`src/rtl/utf_pkg.sv`:
```
// shared constants, result structs and the month table for the fat timestamp converter
`timescale 1ns / 1ps

package utf_pkg;

	// 1980-01-01 00:00:00 in unix seconds
	localparam logic [31:0] FAT_EPOCH_SECS = 32'd315532800;

	// seconds per day, per hour slice and per minute
	localparam logic [16:0] DAY_SECS = 17'd86400;
	localparam logic [11:0] HOUR_SECS = 12'd3600;
	localparam logic [5:0] MIN_SECS = 6'd60;

	// days = ((since >> 7) * DAY_RECIP) >> 35, exact for every 32-bit since
	localparam logic [25:0] DAY_RECIP = 26'd50903317;

	// quad = (days * QUAD_RECIP) >> 27, exact below 2^16 days
	localparam logic [16:0] QUAD_RECIP = 17'd91868;
	localparam logic [10:0] QUAD_DAYS = 11'd1461;

	// hour = ((sod >> 4) * HOUR_RECIP) >> 20, exact below one day
	localparam logic [12:0] HOUR_RECIP = 13'd4661;

	// minute of day = ((sod >> 2) * MOD_RECIP) >> 18, exact below one day
	localparam logic [14:0] MOD_RECIP = 15'd17477;

	// first day of 2100-03-01 counted from 1980; a dummy feb 29 is slipped in here
	localparam logic [15:0] LEAP_FIX_DAY = 16'd43889;

	// start of years two, three and four inside a leap-first four-year block
	localparam logic [10:0] YEAR1_START = 11'd366;
	localparam logic [10:0] YEAR2_START = 11'd731;
	localparam logic [10:0] YEAR3_START = 11'd1096;

	// cumulative days before each month in a common year
	localparam logic [8:0] MONTH_START [13] = '{
		9'd0, 9'd31, 9'd59, 9'd90, 9'd120, 9'd151, 9'd181,
		9'd212, 9'd243, 9'd273, 9'd304, 9'd334, 9'd365
	};

	typedef struct packed {
		logic [6:0] year_off;
		logic [3:0] month;
		logic [4:0] mday;
	} utf_date_t;

	typedef struct packed {
		logic [4:0] hour;
		logic [5:0] minute;
		logic [4:0] sec2;
	} utf_tod_t;

	// first day of year of month index idx (0 = january), one later from march in leap years
	function automatic logic [8:0] month_start(input logic [3:0] idx, input logic leap);
		logic bump;
		bump = leap && (idx >= 4'd2);
		return MONTH_START[idx] + 9'(bump);
	endfunction

endpackage

```
`src/rtl/utf_date.sv`:
```
// day count since 1980 to years since 1980, month and day of month, three stages
`timescale 1ns / 1ps

module utf_date (
	input  logic               clk,
	input  logic [15:0]        days,
	output utf_pkg::utf_date_t date
);
	import utf_pkg::*;

	logic [15:0] dadj;
	logic [32:0] quad_prod;
	logic [4:0]  quad_c;

	logic [15:0] dadj_s3;
	logic [4:0]  quad_s3;

	logic [15:0] quad_days;
	logic [15:0] rq_full;
	logic [10:0] rq;
	logic [1:0]  yq;
	logic [10:0] ybase;
	logic [10:0] doy_full;

	logic [6:0]  year_off_s4;
	logic [8:0]  doy_s4;
	logic        leap_s4;

	logic [3:0]  mcount;
	logic [3:0]  month_c;
	logic [8:0]  mday_full;

	utf_date_t   date_s5;

	// skip the missing feb 29 of 2100 so every fourth year is leap, then split by 1461
	assign dadj = days + 16'(days >= LEAP_FIX_DAY);
	assign quad_prod = 33'(dadj) * 33'(QUAD_RECIP);
	assign quad_c = quad_prod[31:27];

	always_ff @(posedge clk) begin
		dadj_s3 <= dadj;
		quad_s3 <= quad_c;
	end

	// day inside the four-year block, then year inside it
	assign quad_days = 16'(quad_s3) * 16'(QUAD_DAYS);
	assign rq_full = dadj_s3 - quad_days;
	assign rq = rq_full[10:0];

	always_comb begin
		if (rq >= YEAR3_START) begin
			yq = 2'd3;
			ybase = YEAR3_START;
		end else if (rq >= YEAR2_START) begin
			yq = 2'd2;
			ybase = YEAR2_START;
		end else if (rq >= YEAR1_START) begin
			yq = 2'd1;
			ybase = YEAR1_START;
		end else begin
			yq = 2'd0;
			ybase = 11'd0;
		end
	end

	assign doy_full = rq - ybase;

	always_ff @(posedge clk) begin
		year_off_s4 <= {quad_s3, yq};
		doy_s4 <= doy_full[8:0];
		leap_s4 <= (yq == 2'd0);
	end

	// month is one plus the number of later month starts already reached
	always_comb begin
		mcount = 4'd0;
		for (int m = 1; m < 12; m++) begin
			mcount = mcount + 4'(doy_s4 >= month_start(4'(m), leap_s4));
		end
	end

	assign month_c = mcount + 4'd1;
	assign mday_full = doy_s4 - month_start(mcount, leap_s4) + 9'd1;

	always_ff @(posedge clk) begin
		date_s5.year_off <= year_off_s4;
		date_s5.month <= month_c;
		date_s5.mday <= mday_full[4:0];
	end

	assign date = date_s5;

endmodule

```
`src/rtl/utf_clock.sv`:
```
// seconds of the day to hour, minute and halved second, three stages
`timescale 1ns / 1ps

module utf_clock (
	input  logic              clk,
	input  logic [31:0]       since,
	input  logic [15:0]       days,
	output utf_pkg::utf_tod_t tod
);
	import utf_pkg::*;

	logic [31:0] day_base;
	logic [31:0] sod_full;

	logic [16:0] sod_s3;

	logic [25:0] hour_prod;
	logic [29:0] mod_prod;

	logic [4:0]  hour_s4;
	logic [10:0] mod_s4;
	logic [16:0] sod_s4;

	logic [10:0] hour_mins;
	logic [10:0] minute_full;
	logic [16:0] mod_secs;
	logic [16:0] sec_full;

	utf_tod_t    tod_s5;

	// seconds left over after the whole days
	assign day_base = 32'(days) * 32'(DAY_SECS);
	assign sod_full = since - day_base;

	always_ff @(posedge clk) begin
		sod_s3 <= sod_full[16:0];
	end

	// hour and minute of day side by side
	assign hour_prod = 26'(sod_s3[16:4]) * 26'(HOUR_RECIP);
	assign mod_prod = 30'(sod_s3[16:2]) * 30'(MOD_RECIP);

	always_ff @(posedge clk) begin
		hour_s4 <= hour_prod[24:20];
		mod_s4 <= mod_prod[28:18];
		sod_s4 <= sod_s3;
	end

	// minute within the hour and second within the minute
	assign hour_mins = 11'(hour_s4) * 11'(MIN_SECS);
	assign minute_full = mod_s4 - hour_mins;
	assign mod_secs = 17'(mod_s4) * 17'(MIN_SECS);
	assign sec_full = sod_s4 - mod_secs;

	always_ff @(posedge clk) begin
		tod_s5.hour <= hour_s4;
		tod_s5.minute <= minute_full[5:0];
		tod_s5.sec2 <= sec_full[5:1];
	end

	assign tod = tod_s5;

endmodule

```
`src/rtl/unix_to_fat_timestamp_top.sv`:
```
// unix seconds to packed fat date-time word, six-stage pipeline
//
// channel  | ports                           | handshake
// ---------+---------------------------------+------------------------------
// input    | unix_seconds                    | taken when start && !busy
// result   | fat_datetime, before_epoch      | done high for one cycle
//
// one item is taken every cycle; busy stays low
// done rises together with the registered result word, after the item has passed valid_s1 through valid_s5
// the depth comes from the chain of constant-reciprocal multiplies
// (days, four-year block, hour) each followed by its remainder step
// reset clears the valid chain and done; the receiver cannot stall
`timescale 1ns / 1ps

module unix_to_fat_timestamp_top (
	input  logic        clk,
	input  logic        arst_n,
	input  logic        start,
	output logic        busy,
	input  logic [31:0] unix_seconds,
	output logic        done,
	output logic [31:0] fat_datetime,
	output logic        before_epoch
);
	import utf_pkg::*;

	logic        valid_s1, valid_s2, valid_s3, valid_s4, valid_s5;
	logic [31:0] secs_s1;

	logic        before_c;
	logic [31:0] since_c;
	logic [50:0] day_prod;

	logic [15:0] days_s2;
	logic [31:0] since_s2;
	logic        before_s2, before_s3, before_s4, before_s5;

	utf_date_t   date_s5;
	utf_tod_t    tod_s5;
	logic [31:0] word_c;

	logic        done_q;
	logic [31:0] fat_datetime_q;
	logic        before_epoch_q;

	assign busy = 1'b0;

	// valid chain
	always_ff @(posedge clk or negedge arst_n) begin
		if (!arst_n) begin
			valid_s1 <= 1'b0;
			valid_s2 <= 1'b0;
			valid_s3 <= 1'b0;
			valid_s4 <= 1'b0;
			valid_s5 <= 1'b0;
			done_q <= 1'b0;
		end else begin
			valid_s1 <= start && !busy;
			valid_s2 <= valid_s1;
			valid_s3 <= valid_s2;
			valid_s4 <= valid_s3;
			valid_s5 <= valid_s4;
			done_q <= valid_s5;
		end
	end

	// input register
	always_ff @(posedge clk) begin
		if (start && !busy) begin
			secs_s1 <= unix_seconds;
		end
	end

	// offset to 1980 and whole days by reciprocal of 675 after dropping 7 bits
	assign before_c = secs_s1 < FAT_EPOCH_SECS;
	assign since_c = secs_s1 - FAT_EPOCH_SECS;
	assign day_prod = 51'(since_c[31:7]) * 51'(DAY_RECIP);

	always_ff @(posedge clk) begin
		days_s2 <= day_prod[50:35];
		since_s2 <= since_c;
		before_s2 <= before_c;
		before_s3 <= before_s2;
		before_s4 <= before_s3;
		before_s5 <= before_s4;
	end

	// calendar date and time of day in parallel
	utf_date u_date (
		.clk  (clk),
		.days (days_s2),
		.date (date_s5)
	);

	utf_clock u_clock (
		.clk   (clk),
		.since (since_s2),
		.days  (days_s2),
		.tod   (tod_s5)
	);

	// pack the word, zero before 1980
	assign word_c = before_s5 ? 32'd0 :
		{date_s5.year_off, date_s5.month, date_s5.mday,
		 tod_s5.hour, tod_s5.minute, tod_s5.sec2};

	always_ff @(posedge clk) begin
		fat_datetime_q <= word_c;
		before_epoch_q <= before_s5;
	end

	assign done = done_q;
	assign fat_datetime = fat_datetime_q;
	assign before_epoch = before_epoch_q;

	// every taken item comes out with done once it has passed the pipeline
	a_latency: assert property (@(posedge clk) disable iff (!arst_n)
		(start && !busy) |=> ##5 done)
		else $error("result strobe missing six cycles after an item");

	// early inputs give an all-zero word
	a_before_zero: assert property (@(posedge clk) disable iff (!arst_n)
		(done && before_epoch) |-> (fat_datetime == 32'd0))
		else $error("word not zero for a time before 1980");

	// month stays in 1 to 12 and day of month is nonzero
	a_date_range: assert property (@(posedge clk) disable iff (!arst_n)
		(done && !before_epoch) |-> ((fat_datetime[24:21] != 4'd0) &&
		(fat_datetime[24:21] <= 4'd12) && (fat_datetime[20:16] != 5'd0)))
		else $error("month or day out of range");

	// time fields stay in clock range
	a_time_range: assert property (@(posedge clk) disable iff (!arst_n)
		(done && !before_epoch) |-> ((fat_datetime[15:11] <= 5'd23) &&
		(fat_datetime[10:5] <= 6'd59) && (fat_datetime[4:0] <= 5'd29)))
		else $error("hour, minute or second out of range");

endmodule
```
`config.mk`:
```
export PLATFORM = sky130hd
export DESIGN_NAME = unix_to_fat_timestamp_top
export DESIGN_NICKNAME = d
export VERILOG_FILES = /design/src/rtl/utf_pkg.sv /design/src/rtl/utf_date.sv /design/src/rtl/utf_clock.sv /design/src/rtl/unix_to_fat_timestamp_top.sv
export SDC_FILE = /design/constraint.sdc
export NUM_CORES = 2
export LEC_CHECK = 0
export BUFFER_PORTS_ARGS = -buffer_cell sky130_fd_sc_hd__buf_2
export CAP_MARGIN = 10
export CORE_AREA = 2 2 253 255
export DETAILED_ROUTE_END_ITERATION = 10
export DIE_AREA = 0 0 255 257
export HOLD_SLACK_MARGIN = 0.15
export SKIP_CTS_REPAIR_TIMING = 1
export SLEW_MARGIN = 20
export SYNTH_ARGS = -nofsm -noshare
export SYNTH_HDL_FRONTEND = slang
export SYNTH_SLANG_ARGS = --single-unit
```
`constraint.sdc`:
```
create_clock -name clk -period 13.01 [get_ports clk]
set_input_delay 1.9515 -clock clk [delete_from_list [all_inputs] [get_ports clk]]
set_output_delay 1.9515 -clock clk [all_outputs]
set_load 0.02 [all_outputs]
```
* Word-level counts from Yosys, hierarchy flattened
Memory sizes are Yosys's and may differ from the RTL's.
Index checks and enable logic that the tools add are counted.
W data, S select, Z words.
** Operators by class
- Add/subtract/negate cells :: 31
- Multiply operators :: 8
- Magnitude comparators :: 18
- Muxes and demuxes :: 8
- Bitwise gates (word level) :: 1
- Reduce and logical (&&, ||, !) cells :: 2
** Operators with widths (number)
- $ge A9 B9 Y1 :: 7
- $mul A25 B26 Y51 const B :: 1
- $add A4 B1 Y4 :: 9
- $add A8 B1 Y9 const A :: 4
- $lt A32 B29 Y1 const B :: 1
- $sub A32 B29 Y32 const B :: 1
- $mul A16 B15 Y30 const B :: 1
- $mul A15 B15 Y29 const B :: 1
- $add A9 B1 Y9 const A :: 3
- $mux W9 :: 3
- $mul A13 B13 Y25 const B :: 1
- $ge A9 B8 Y1 :: 2
- $sub A17 B17 Y17 :: 1
- $add A16 B1 Y16 :: 1
- $add A7 B1 Y8 const A :: 2
- $ge A16 B16 Y1 const B :: 1
- $mul A16 B10 Y10 const B :: 1
- $sub A6 B6 Y6 :: 2
- $ge A11 B10 Y1 const B :: 1
- $ge A11 B11 Y1 const B :: 1
- $ge A11 B9 Y1 const B :: 1
- $mul A11 B4 Y4 const B :: 1
- $mul A5 B11 Y11 const B :: 1
- $sub A11 B11 Y11 :: 1
- other kinds (18) :: 20
** Storage, ports and cells
- Register bits after elaboration :: 212
- Memory bits (read-only) :: 144
- Input bits :: 35
- Output and inout bits :: 35
- Memories :: 1
** Memories
- (name not given) :: words 16, bits a word 9, read ports 1, clocked after Yosys merged registers in 0, wr ports 0, RTL line utf_pkg.sv:57 : return MONTH_START[idx] + 9'(bump);

* Logic depth before layout (Yosys ltp)
- Depth in word-level cells :: 19
- Mapped depth :: 37
- Gate-level depth less buffers :: 37

* Cells and area by module
From an unflattened synthesis, not the netlist that was laid out.
** Second synthesis, totals
- Cells, all modules :: 2819
- Area total of the unflattened synthesis :: 28376.0 sq um
** Modules (own cells, without submodules)
- unix_to_fat_timestamp_top :: instances 1, cells each 1241, area each 13259.0 sq um, seq. area each 2812.7 sq um
- utf_date :: instances 1, cells each 914, area each 8529.4 sq um, seq. area each 980.9 sq um
- utf_clock :: instances 1, cells each 664, area each 6587.6 sq um, seq. area each 960.9 sq um

* Worst setup path after synthesis
OpenSTA, ideal clock, no wires.
- Path kind :: register to register
- Start point :: register secs_s1[9]
- End point :: register days_s2[10]
- Arrival time :: 8309 ps
- Required time :: 12931 ps
- Slack :: 4622 ps
- Cell stages (with the launch flop) :: 32
- Buffers on the path :: 0
- Cell sequence :: edfxtp_1 -> ha_1 -> o31a_1 -> o21a_1 -> o21ba_2 -> o311a_1 -> nor2_1 -> o21bai_1 -> xnor2_1 -> inv_1 -> fa_1 -> inv_1 -> ha_1 -> inv_1 -> fa_1 -> fa_1 -> inv_1 -> fa_1 -> inv_1 -> fa_1 -> inv_1 -> fa_1 -> ha_1 -> and3_1 -> a221oi_2 -> o21ai_1 -> a221o_1 -> a21oi_2 -> nor2_2 -> o41ai_4 -> or4b_1 -> o211ai_1
** On the way
- Longest elaborated chain between the ends :: 2
** Ends and longest elaborated chain
- from (decl) :: RTL line unix_to_fat_timestamp_top.sv:28 : logic [31:0] secs_s1;
- from (signal assigned) :: RTL line unix_to_fat_timestamp_top.sv:70 : secs_s1 <= unix_seconds;
- $sub A32 B29 Y32 :: RTL line unix_to_fat_timestamp_top.sv:76 : assign since_c = secs_s1 - FAT_EPOCH_SECS;
- $mul A25 B26 Y51 :: RTL line unix_to_fat_timestamp_top.sv:77 : assign day_prod = 51'(since_c[31:7]) * 51'(DAY_RECIP);
- via day_prod[45] :: RTL line unix_to_fat_timestamp_top.sv:32 : logic [50:0] day_prod;
- to (signal assigned) :: RTL line unix_to_fat_timestamp_top.sv:80 : days_s2 <= day_prod[50:35];
- to (decl) :: RTL line unix_to_fat_timestamp_top.sv:34 : logic [15:0] days_s2;
The timed path passes the listed nets, and every way through them passes these cells.
A chain may end at the register's enable or synchronous reset.

* Worst setup path in the final report
Same ends and word-level chain as after synthesis.

==> results.md <==
* Reg-to-reg endpoint: days_s2[10]
* # port buffers at 67
* DR pass1 iterations at 4
* Die W at 255 um
* Antenna violations before repair at 0
* Clk Latency, worst-skew pair at 550 ps
* Yosys warnings at 0
* Outcome: complete, no violations
* Hold path startpoint: since_s2[3]
* Post-synth top cells: inv_1 (766), ha_1 (675), fa_1 (361), dfxtp_1 (166), xnor2_1 (96)
* CP Launch Type: flop
* Chip Height at 257 um
* ANT nets after route at 0
* EDFF count, synth at 31
* Max Clock Skew at 10.1 ps
* Total track usage at 0.173
* Detailed-route via count at 17200
* CP endpoint kind: flop
* R2R cell count at 31
* Post-synth net total at 3729
* Critical path arrival at 10180 ps
* RSZ-0062 raised after global routing: no
* Crit path kind: flop to flop
* Top achievable clock speed at 103 MHz
* H-tree levels at 1
* Drt total wl at 53.2 mm
* Routed len/inst at 14.7 um
* CTS tree: yes
* Worst Hold Depth at 0
* Diodes inserted at 0
* Layout cells sized above 1 at 0.0552
* Mapped Area at 27300 um2
* Hold endpoint: u_clock.sod_s3[3]
* Worst hold margin at 325 ps
* Slew Limit Fails at 0
* CP max stage cell: xnor2_1
* Synth-to-Final Area Change at 8.36%
* Final hold viol count at 0
* Die Area at 65500 um2
* Yosys top cell by area: ha_1
* Synthesis-stage register bit count at 203
* DP Cell Count at 3574
* First-pass GRT wire length at 91.4 mm
* Syn Inst Count at 2658
* Vias per cell at 4.76
* Global placer's final weighted congestion at 0.903
* Clock buffer depth at 3
* Avg Inst Size Synth at 10.3 um2
* Fin area at 29600 um2
* Placed inst area at 28800 um2
* Clock Sinks at 203
* Sequential area share after synthesis at 0.161
* Post-DP HPWL at 46.7 mm
* CP top delay family: adder cells
* Critical Path RT at 13480 ps
* Distinct cells, synth at 71
* Min Tclk post-route at 9710 ps
* Worst path depth at 31
* Vias in the first global route at 18900
* Nets at 3825
* Grt total ovfl at 0
* Pin count of the biggest net entering global routing at 34
* Min-delay worst type: flop to flop
* Slew headroom at 0.309
* Slew @ Worst Pin at 1030 ps
* Clock-pin slew on the worst setup and hold paths at 50 ps
* Max-Cap Viols at 0
* Reg2reg start: secs_s1[9]
* Reg-to-reg slack, setup at 3300 ps
* CP Max Fanout at 8
* Starting density of the core at 0.435
* Setup TNS at 0 ps
* Fin crit share at 0.747
* WP buf/inv at 6
* Area contributors post-synth: ha_1 (31%), fa_1 (26%), dfxtp_1 (12%)
* CTS Root Cell: clkbuf_16
* Synth async-reset ratio at 0.0296
* Final setup fails at 0
* Non-filler cells, final at 3618
* CTS Buf Count at 24
* Residual DRC at 0
* Initial drt markers at 594
* Core area at 62700 um2
* Main synth FF type: dfxtp_1
* Worst path max stage delay at 640 ps
* Top cell type's share of synthesized area at 0.309
* Most frequent cell after synthesis: inv_1
* Num ports at 70
* Site Rows at 92
[how the worst max path moves through the flow]
stage          startpoint           to
3_3_place_gp   secs_s1[9]  days_s2[10]
2_1_floorplan  secs_s1[9]  days_s2[10]
6_report       secs_s1[9]  days_s2[10]
5_1_grt        secs_s1[9]  days_s2[10]
4_1_cts        secs_s1[9]  days_s2[10]
3_5_place_dp   secs_s1[9]  days_s2[10]
[through the flow]
step / setup WS [ps] / util
2_1_floorplan: 4620 / -
3_3_place_gp: 3430 / 0.459
4_1_cts: 3240 / 0.472
6_report: 3300 / 0.472
3_5_place_dp: 3330 / 0.459
5_1_grt: 2830 / 0.472
[layer usage]
layer / share of wire / vias up / global-route usage
met3: 0.027 / 60 / 0.0197
met2: 0.50 / 175 / 0.308
met5: 0 / - / 0
met4: 0.021 / 0 / 0.0393
li1: - / 8576 / -
met1: 0.45 / 8417 / 0.223
[cell families (layout without fill, tap and decap cells)]
kind of cell	after synthesis	after routing	synth area share
DFF	203	203	0.161
muxes	5	5	0.00202
xor gates and xnor gates	139	139	0.0446
buffers and inverters	778	892	0.107
other	1	1	0.000137
AOI/OAI and AO/OA	259	259	0.0656
adders and majority gates	1036	1036	0.574
and+or+nand+nor	237	237	0.0456
[state kept, by name, summed over array words and instances, names as in the netlist, 11 cells and up]
| signal | flops |
|---|---|
| secs_s1 | 31 |
| u_clock.sod_s3 | 16 |
| days_s2 | 16 |
| u_date.date | 16 |
| since_s2 | 16 |
| fat_datetime | 32 |
| u_date.dadj_s3 | 11 |
| u_clock.tod | 16 |
[cell type report]
| class | instances | area, um2 |
|---|---|---|
| clock buffer | 29 | 662 |
| clock inverter | 15 | 160 |
| fill | 5812 | 33100 |
| inverter | 766 | 2880 |
| multi-input combinational | 1677 | 20000 |
| sequential | 203 | 4410 |
| tap | 846 | 1060 |
| timing repair buffer | 82 | 448 |
[cell usage in the layout (no fill, tap or decap), drive strengths merged, types with 45 or more instances in the layout]
cell type / instances
dfxtp: 166
fa: 361
ha: 675
nor2: 47
buf: 82
nand2: 45
xnor2: 96
a21oi: 74
inv: 767
a21o: 47
Power is not shown: default switching activity piles up to over one toggle a cycle in this logic, so the estimate is an artifact.
